**src/design/lkvc_pkg.sv**
```systemverilog
// shared types and constants for the lru key/value cache
`timescale 1ns / 1ps

package lkvc_pkg;

  localparam int ENTRIES    = 16;
  localparam int KEY_BITS   = 32;
  localparam int VALUE_BITS = 64;
  localparam int CFG_W      = 5;

  localparam int IDX_W  = $clog2(ENTRIES);
  localparam int RANK_W = IDX_W;
  localparam int CNT_W  = $clog2(ENTRIES + 1);
  localparam int CAP_W  = (CFG_W > CNT_W) ? CFG_W : CNT_W;

  localparam logic [CFG_W-1:0] CAP_RESET = CFG_W'(16);

  typedef struct packed {
    logic                  mode;
    logic [KEY_BITS-1:0]   lookup_key;
    logic [VALUE_BITS-1:0] store_value;
  } in_item_t;

  typedef struct packed {
    logic                  hit;
    logic [VALUE_BITS-1:0] read_value;
    logic                  evicted;
  } out_item_t;

  typedef logic [ENTRIES-1:0][KEY_BITS-1:0]   key_arr_t;
  typedef logic [ENTRIES-1:0][VALUE_BITS-1:0] data_arr_t;
  typedef logic [ENTRIES-1:0][RANK_W-1:0]     rank_arr_t;

  typedef enum logic [1:0] {
    OP_NONE,
    OP_TOUCH,
    OP_INSERT
  } op_t;

  // table update for one transfer
  typedef struct packed {
    op_t                   op;
    logic                  data_we;
    logic                  evict;
    logic [IDX_W-1:0]      idx;
    logic [IDX_W-1:0]      victim;
    logic [KEY_BITS-1:0]   key;
    logic [VALUE_BITS-1:0] data;
  } upd_t;

endpackage

```
**src/design/lkvc_decide.sv**
```systemverilog
// key match, victim and free slot search, result and table update decision
`timescale 1ns / 1ps

module lkvc_decide (
  input  logic                       go,
  input  lkvc_pkg::in_item_t         item,
  input  logic [lkvc_pkg::CFG_W-1:0] capacity,
  input  logic [lkvc_pkg::ENTRIES-1:0] valid,
  input  lkvc_pkg::key_arr_t         keys,
  input  lkvc_pkg::data_arr_t        data,
  input  lkvc_pkg::rank_arr_t        ranks,
  input  logic [lkvc_pkg::CNT_W-1:0] occ,
  output lkvc_pkg::out_item_t        result,
  output lkvc_pkg::upd_t             upd
);
  import lkvc_pkg::*;

  // lowest set bit wins
  function automatic logic [IDX_W-1:0] first_one(input logic [ENTRIES-1:0] vec);
    logic [IDX_W-1:0] idx;
    idx = '0;
    for (int i = ENTRIES - 1; i >= 0; i--) begin
      if (vec[i]) idx = IDX_W'(i);
    end
    return idx;
  endfunction

  logic [ENTRIES-1:0] match;
  logic [ENTRIES-1:0] victim_vec;
  logic [ENTRIES-1:0] victim_oh;
  logic [ENTRIES-1:0] free_vec;
  logic               found;
  logic [IDX_W-1:0]   hit_idx;
  logic [IDX_W-1:0]   victim_idx;
  logic [IDX_W-1:0]   slot_idx;
  logic [CAP_W-1:0]   cap_wide;
  logic [CNT_W-1:0]   cap_eff;
  logic [CNT_W-1:0]   occ_m1;
  logic               evict;

  // parallel key compare and oldest-entry compare
  always_comb begin
    occ_m1 = occ - CNT_W'(1);
    for (int i = 0; i < ENTRIES; i++) begin
      match[i]      = valid[i] && (keys[i] == item.lookup_key);
      victim_vec[i] = valid[i] && (ranks[i] == occ_m1[RANK_W-1:0]);
    end
  end

  assign found      = |match;
  assign hit_idx    = first_one(match);
  assign victim_idx = first_one(victim_vec);

  // capacity clamp: zero acts as one, large values saturate
  always_comb begin
    cap_wide = CAP_W'(capacity);
    if (capacity == '0) begin
      cap_eff = CNT_W'(1);
    end else if (cap_wide > CAP_W'(ENTRIES)) begin
      cap_eff = CNT_W'(ENTRIES);
    end else begin
      cap_eff = cap_wide[CNT_W-1:0];
    end
  end

  // store of a new key into a full cache drops the oldest entry first
  assign evict     = item.mode && !found && (occ >= cap_eff);
  assign victim_oh = evict ? (ENTRIES'(1) << victim_idx) : '0;
  assign free_vec  = ~(valid & ~victim_oh);
  assign slot_idx  = first_one(free_vec);

  // result item
  always_comb begin
    result.hit        = found;
    result.read_value = (!item.mode && found) ? data[hit_idx] : '0;
    result.evicted    = evict;
  end

  // table update
  always_comb begin
    upd.op      = OP_NONE;
    upd.data_we = 1'b0;
    upd.evict   = 1'b0;
    upd.idx     = hit_idx;
    upd.victim  = victim_idx;
    upd.key     = item.lookup_key;
    upd.data    = item.store_value;
    if (go) begin
      if (found) begin
        upd.op      = OP_TOUCH;
        upd.data_we = item.mode;
      end else if (item.mode) begin
        upd.op      = OP_INSERT;
        upd.data_we = 1'b1;
        upd.evict   = evict;
        upd.idx     = slot_idx;
      end
    end
  end

endmodule

```
**src/design/lkvc_entries.sv**
```systemverilog
// entry table: valid bits, keys, values, recency ranks and occupancy
`timescale 1ns / 1ps

module lkvc_entries (
  input  logic                         clk,
  input  logic                         rst_n,
  input  lkvc_pkg::upd_t               upd,
  output logic [lkvc_pkg::ENTRIES-1:0] valid_r,
  output lkvc_pkg::key_arr_t           key_r,
  output lkvc_pkg::data_arr_t          data_r,
  output lkvc_pkg::rank_arr_t          rank_r,
  output logic [lkvc_pkg::CNT_W-1:0]   occ_r
);
  import lkvc_pkg::*;

  logic [ENTRIES-1:0] valid_nxt;
  rank_arr_t          rank_nxt;
  logic [CNT_W-1:0]   occ_nxt;
  logic [ENTRIES-1:0] victim_oh;
  logic [ENTRIES-1:0] kept;
  logic [RANK_W-1:0]  touch_rank;

  assign victim_oh  = upd.evict ? (ENTRIES'(1) << upd.victim) : '0;
  assign kept       = valid_r & ~victim_oh;
  assign touch_rank = rank_r[upd.idx];

  // rank ageing, valid and occupancy update
  always_comb begin
    valid_nxt = valid_r;
    rank_nxt  = rank_r;
    occ_nxt   = occ_r;
    case (upd.op)
      OP_TOUCH: begin
        for (int i = 0; i < ENTRIES; i++) begin
          if (valid_r[i] && (rank_r[i] < touch_rank)) rank_nxt[i] = rank_r[i] + RANK_W'(1);
        end
        rank_nxt[upd.idx] = '0;
      end
      OP_INSERT: begin
        for (int i = 0; i < ENTRIES; i++) begin
          if (kept[i]) rank_nxt[i] = rank_r[i] + RANK_W'(1);
        end
        valid_nxt          = kept;
        valid_nxt[upd.idx] = 1'b1;
        rank_nxt[upd.idx]  = '0;
        occ_nxt            = upd.evict ? occ_r : occ_r + CNT_W'(1);
      end
      default: ;
    endcase
  end

  // control state
  always_ff @(posedge clk) begin
    if (!rst_n) begin
      valid_r <= '0;
      rank_r  <= '0;
      occ_r   <= '0;
    end else begin
      valid_r <= valid_nxt;
      rank_r  <= rank_nxt;
      occ_r   <= occ_nxt;
    end
  end

  // key and value storage
  always_ff @(posedge clk) begin
    if (upd.op == OP_INSERT) key_r[upd.idx] <= upd.key;
    if (upd.data_we) data_r[upd.idx] <= upd.data;
  end

endmodule

```
**src/design/lru_key_value_cache_core.sv**
```systemverilog
// top level of the fully associative lru key/value cache
//
//   channel   ports                        payload
//   in        in_valid / in_ready          in_item   (lkvc_pkg::in_item_t)
//   out       out_valid / out_ready        out_item  (lkvc_pkg::out_item_t)
//   cfg       cfg_valid / cfg_ready        cfg_data  (capacity in use)
//
// one item per cycle sustained while out_ready stays high; items pass the input register, then the result register
// the rate is set by the combinational key match and the rank update across all entries
// synchronous reset clears valid bits, ranks and occupancy; capacity returns to 16
// a stalled result holds in the result register while the input register may still fill
// cfg_ready is always high
`timescale 1ns / 1ps

module lru_key_value_cache_core (
  input  logic                       clk,
  input  logic                       rst_n,
  input  logic                       in_valid,
  output logic                       in_ready,
  input  lkvc_pkg::in_item_t         in_item,
  output logic                       out_valid,
  input  logic                       out_ready,
  output lkvc_pkg::out_item_t        out_item,
  input  logic                       cfg_valid,
  output logic                       cfg_ready,
  input  logic [lkvc_pkg::CFG_W-1:0] cfg_data
);
  import lkvc_pkg::*;

  in_item_t           in_item_r;
  logic               s1_valid_r;
  logic               s1_valid_nxt;
  out_item_t          out_item_r;
  logic               out_valid_r;
  logic               out_valid_nxt;
  logic [CFG_W-1:0]   cap_r;
  logic               in_xfer;
  logic               adv;
  out_item_t          result;
  upd_t               upd;
  logic [ENTRIES-1:0] valid_w;
  key_arr_t           key_w;
  data_arr_t          data_w;
  rank_arr_t          rank_w;
  logic [CNT_W-1:0]   occ_w;

  // handshake control
  assign adv       = s1_valid_r && (!out_valid_r || out_ready);
  assign in_ready  = !s1_valid_r || adv;
  assign in_xfer   = in_valid && in_ready;
  assign cfg_ready = 1'b1;
  assign out_valid = out_valid_r;
  assign out_item  = out_item_r;

  always_comb begin
    s1_valid_nxt = in_xfer ? 1'b1 : (adv ? 1'b0 : s1_valid_r);
    out_valid_nxt = adv ? 1'b1 : (out_ready ? 1'b0 : out_valid_r);
  end

  always_ff @(posedge clk) begin
    if (!rst_n) begin
      s1_valid_r  <= 1'b0;
      out_valid_r <= 1'b0;
      cap_r       <= CAP_RESET;
    end else begin
      s1_valid_r  <= s1_valid_nxt;
      out_valid_r <= out_valid_nxt;
      if (cfg_valid && cfg_ready) cap_r <= cfg_data;
    end
  end

  // payload registers
  always_ff @(posedge clk) begin
    if (in_xfer) in_item_r <= in_item;
    if (adv) out_item_r <= result;
  end

  lkvc_decide u_decide (
    .go       (adv),
    .item     (in_item_r),
    .capacity (cap_r),
    .valid    (valid_w),
    .keys     (key_w),
    .data     (data_w),
    .ranks    (rank_w),
    .occ      (occ_w),
    .result   (result),
    .upd      (upd)
  );

  lkvc_entries u_entries (
    .clk     (clk),
    .rst_n   (rst_n),
    .upd     (upd),
    .valid_r (valid_w),
    .key_r   (key_w),
    .data_r  (data_w),
    .rank_r  (rank_w),
    .occ_r   (occ_w)
  );

`ifndef SYNTH
  // occupancy tracks the number of valid entries
  a_occ_count: assert property (@(posedge clk) disable iff (!rst_n)
    $countones(valid_w) == int'(occ_w))
    else $error("occupancy does not match valid entries");

  // occupancy never exceeds the table size
  a_occ_bound: assert property (@(posedge clk) disable iff (!rst_n)
    occ_w <= CNT_W'(ENTRIES))
    else $error("occupancy above table size");

  // an insert with eviction leaves occupancy unchanged
  a_evict_occ: assert property (@(posedge clk) disable iff (!rst_n)
    (upd.op == OP_INSERT && upd.evict) |=> (occ_w == $past(occ_w)))
    else $error("eviction changed occupancy");

  // an inserted slot is valid afterwards
  a_insert_valid: assert property (@(posedge clk) disable iff (!rst_n)
    (upd.op == OP_INSERT) |=> valid_w[$past(upd.idx)])
    else $error("inserted slot not valid");
`endif

endmodule
```
**config.mk**
```make
export PLATFORM = sky130hd
export DESIGN_NAME = lru_key_value_cache_core
export DESIGN_NICKNAME = d
export VERILOG_FILES = /design/src/design/lkvc_pkg.sv /design/src/design/lkvc_decide.sv /design/src/design/lkvc_entries.sv /design/src/design/lru_key_value_cache_core.sv
export SDC_FILE = /design/constraint.sdc
export NUM_CORES = 2
export LEC_CHECK = 0
export ABC_AREA = 1
export BUFFER_PORTS_ARGS = -buffer_cell sky130_fd_sc_hd__buf_2
export CAP_MARGIN = 20
export CORE_MARGIN = 1.5
export CORE_UTILIZATION = 38
export CTS_BUF_LIST = sky130_fd_sc_hd__clkbuf_4
export DETAILED_ROUTE_END_ITERATION = 8
export GPL_TIMING_DRIVEN = 0
export PLACE_DENSITY = 0.51
export SETUP_SLACK_MARGIN = 0.5
export SLEW_MARGIN = 30
export SYNTH_ARGS = -nofsm -noshare
export SYNTH_HDL_FRONTEND = slang
export SYNTH_SLANG_ARGS = --single-unit
```
**constraint.sdc**
```tcl
create_clock -name clk -period 8.6 [get_ports clk]
set_clock_uncertainty 0.15 [all_clocks]
set_input_delay 1.29 -clock clk [delete_from_list [all_inputs] [get_ports clk]]
set_output_delay 1.29 -clock clk [all_outputs]
set_load 0.005 [all_outputs]
```
==> impl_results.md <==
- Status: complete, no violations
- Filler cells: 18618
- Remaining global-route overflow: 0
- Syn Area/Cell: 11.8 um^2
- CTS Buf Count: 485
- Max incr delay on CP: 0.72 ns
- GRT Overall Usage: 26.6%
- #FFs+latches synth: 1791
- Class of the worst hold path: in -> reg
- Worst-margin pin slew: 1.04 ns
- CTS Sinks: 1791
- Final nets: 7659
- DRC Markers: 0
- Core Region: 202000 um^2
- Initial antenna violation count: 15
- Top_reg_cell synth: edfxtp_1
- Post-Synthesis Cells: 6514
- Die area: 206000 um^2
- DRT antenna net count: 0
- Final setup viols: 0
- Post-DP HPWL: 193 mm
- Yosys warns: 0
- Final min period: 8.02 ns
- Max_slew headroom: 30.3%
- Max FO, Critical Path: 10
- Rows: 165
- Synth cell types: 50
- Static leakage: 33.1 nW
- Initial Util: 38.2%
- Critical path required time: 9.53 ns
- Clock Latency Late Sink: 1.44 ns
- H-tree depth: 5
- Routed length per instance: 26.5 um
- Die W: 454 um
- Pre-CTS WS: -1.83 ns
- FFs w/ async S/R, synth: 0%
- Setup CP Type: reg -> reg
- Startpoint types: flip-flop
- Post-synth EDFFs: 1699
- Post-Synthesis Cell Area: 77200 um^2
- Clk buf depth: 4
- Final worst slack: 0.584 ns
- Hold Violations, Final: 0
- Max Slew Vio Count: 0
- First-pass GRT wire length: 392 mm
- Hold Worst Slack: 0.230 ns
- Period Utilization, post-route: 93.2%
- Drt initial violations: 6276
- TritonCTS clock tree: done
- First drt pass iteration count: 6
- Power Dens Cells: 194 nW/um^2
- IO Count: 176
- Area growth syn-to-layout: 20.1%
- Vias: 58255
- MaxCap Viol Count: 0
- Number of global-route vias before repair: 55891
- CP most frequent cell: nand2_1
- Die Y: 454 um
- Maximum vdd drop: 0.000119 V
- WL final: 278 mm
- CP Capture Type: flip-flop
- RePlAce Congestion: 0.951
- IO buf count: 174
- Share of layout cells above drive strength 1: 17.8%
- CTS Root Cell: clkbuf_4
- Vias/cell: 5.55
- Worst EP arrival: 8.94 ns
- Post-Syn Nets: 6693
- Worst-path clk slew: 0.06 ns
- Seq/Total Area, Yosys: 68.5%
- Crit-path slowest cell: clkdlybuf4s15_1
- Largest net degree at the start of global routing: 54
- RSZ-0062 raised after global routing: false
- Max Clk Rate: 0.125 GHz
## per-stage QoR
stage | setup TNS (ns) | util (%) | total power [mW] | cells | instance area [um^2]
after global routing | 0 | 45.9 | 18.6 | 10494 | 92700
after floorplan | 0 | - | 10.2 | 6514 | 77200
after global placement | -6403.70 | 40.3 | 10.6 | 9360 | 81400
after CTS | 0 | 45.7 | 18.1 | 10470 | 92200
after detailed placement | -141.38 | 42.1 | 10.7 | 9519 | 85000
final | 0 | 45.9 | 18.0 | 10498 | 92700
## final timing paths
| check | endpoint | startpoint | depth (start not counted) | slack [ns] |
|---|---|---|---|---|
| worst min register to register | u_entries.occ_r[4] | u_entries.occ_r[4] | 1 | 0.32 |
| worst max register to register | out_item[9] | in_item_r[80] | 31 | 0.58 |
| worst min-delay path | s1_valid_r | in_valid | 3 | 0.23 |
| worst max-delay path | out_item[9] | in_item_r[80] | 31 | 0.58 |
## cells in the mapped netlist (all sizes together) (72+ instances only)
library cell / n / area [um^2]
o311ai: 192 / 1680
edfxtp: 1699 / 51000
o211ai: 85 / 638
nand2: 761 / 2950
o21ai: 505 / 2530
o22ai: 98 / 613
a21oi: 722 / 3620
xor2: 122 / 1070
nor2: 471 / 1790
xnor2: 78 / 683
buf: 103 / 552
nand3: 354 / 1820
ha: 72 / 901
inv: 543 / 2040
dfxtp: 92 / 1840
clkbuf: 279 / 1050
## report_power, final
part / switching, mW / internal, mW
Clock: 3.59 / 3.81
Sequential: 0.116 / 9.61
Combinational: 0.587 / 0.264
## critical path: cells and delay by family, from the launching register on
| family | cells | cell delay (ns) |
|---|---|---|
| buffers and inverters | 8 | 3.71 |
| and+or+nand+nor | 19 | 2.38 |
| AOI/OAI and AO/OA | 4 | 0.99 |
| DFF | 1 | 0.39 |
## state kept, by name (all words and copies together), names as in the netlist, 5 cells and up
signal	cells
u_entries.key_r	512
out_item	66
u_entries.data_r	1024
u_entries.rank_r	64
u_entries.valid_r	16
cap_r	5
u_entries.occ_r	5
in_item_r	97
## layer usage
layer / global-route usage (%) / up-vias / wire, um
met1: 34.1 / 28563 / 111000
met3: 5.28 / 629 / 23500
met4: 13.1 / 8 / 13900
met2: 42.9 / 2867 / 130000
met5: 0 / - / 51
li1: - / 26188 / -
## layout by cell type, fill, tap and decap left out, drive strengths merged, types with 78 or more instances in the layout
cell / instances
a21oi: 722
buf: 458
clkbuf: 995
clkinv: 115
dfxtp: 92
dlygate4sd3: 109
edfxtp: 1699
inv: 538
nand2: 761
nand3: 354
nor2: 471
o211ai: 85
o21ai: 505
o22ai: 98
o311ai: 192
xnor2: 78
xor2: 122
## repair_timing
item                                   4_1_cts  5_1_grt
hold buffers                               109        0
setup buffers                               22       15
resized for setup                           61       95
pin swaps                                    3        5
endpoints found under the hold margin      104        0
setup endpoints to repair                  947      190
## logic make-up after synthesis
| kind of cell | after synthesis | synth area share (%) |
|---|---|---|
| buffers and inverters | 928 | 4.73 |
| AOI/OAI and AO/OA | 1752 | 13.4 |
| other | 1 | 0.00486 |
| DFF | 1791 | 68.5 |
| xor gates and xnor gates | 200 | 2.27 |
| adders and majority gates | 72 | 1.17 |
| and+or+nand+nor | 1770 | 9.94 |
## layout make-up
cell class | instances | area (um^2) | share of cell area, %
antenna | 13 | 32.5 | 0.0351
buffer | 382 | 1850 | 2.00
clock buffer | 702 | 5270 | 5.68
clock inverter | 118 | 568 | 0.613
inverter | 546 | 2100 | 2.26
multi-input combinational | 3795 | 21100 | 22.8
sequential | 1791 | 52900 | 57.0
tap | 2672 | 3340 | 3.61
timing repair buffer | 479 | 5540 | 5.98
Note: power is estimated with default switching activity, not from simulation.
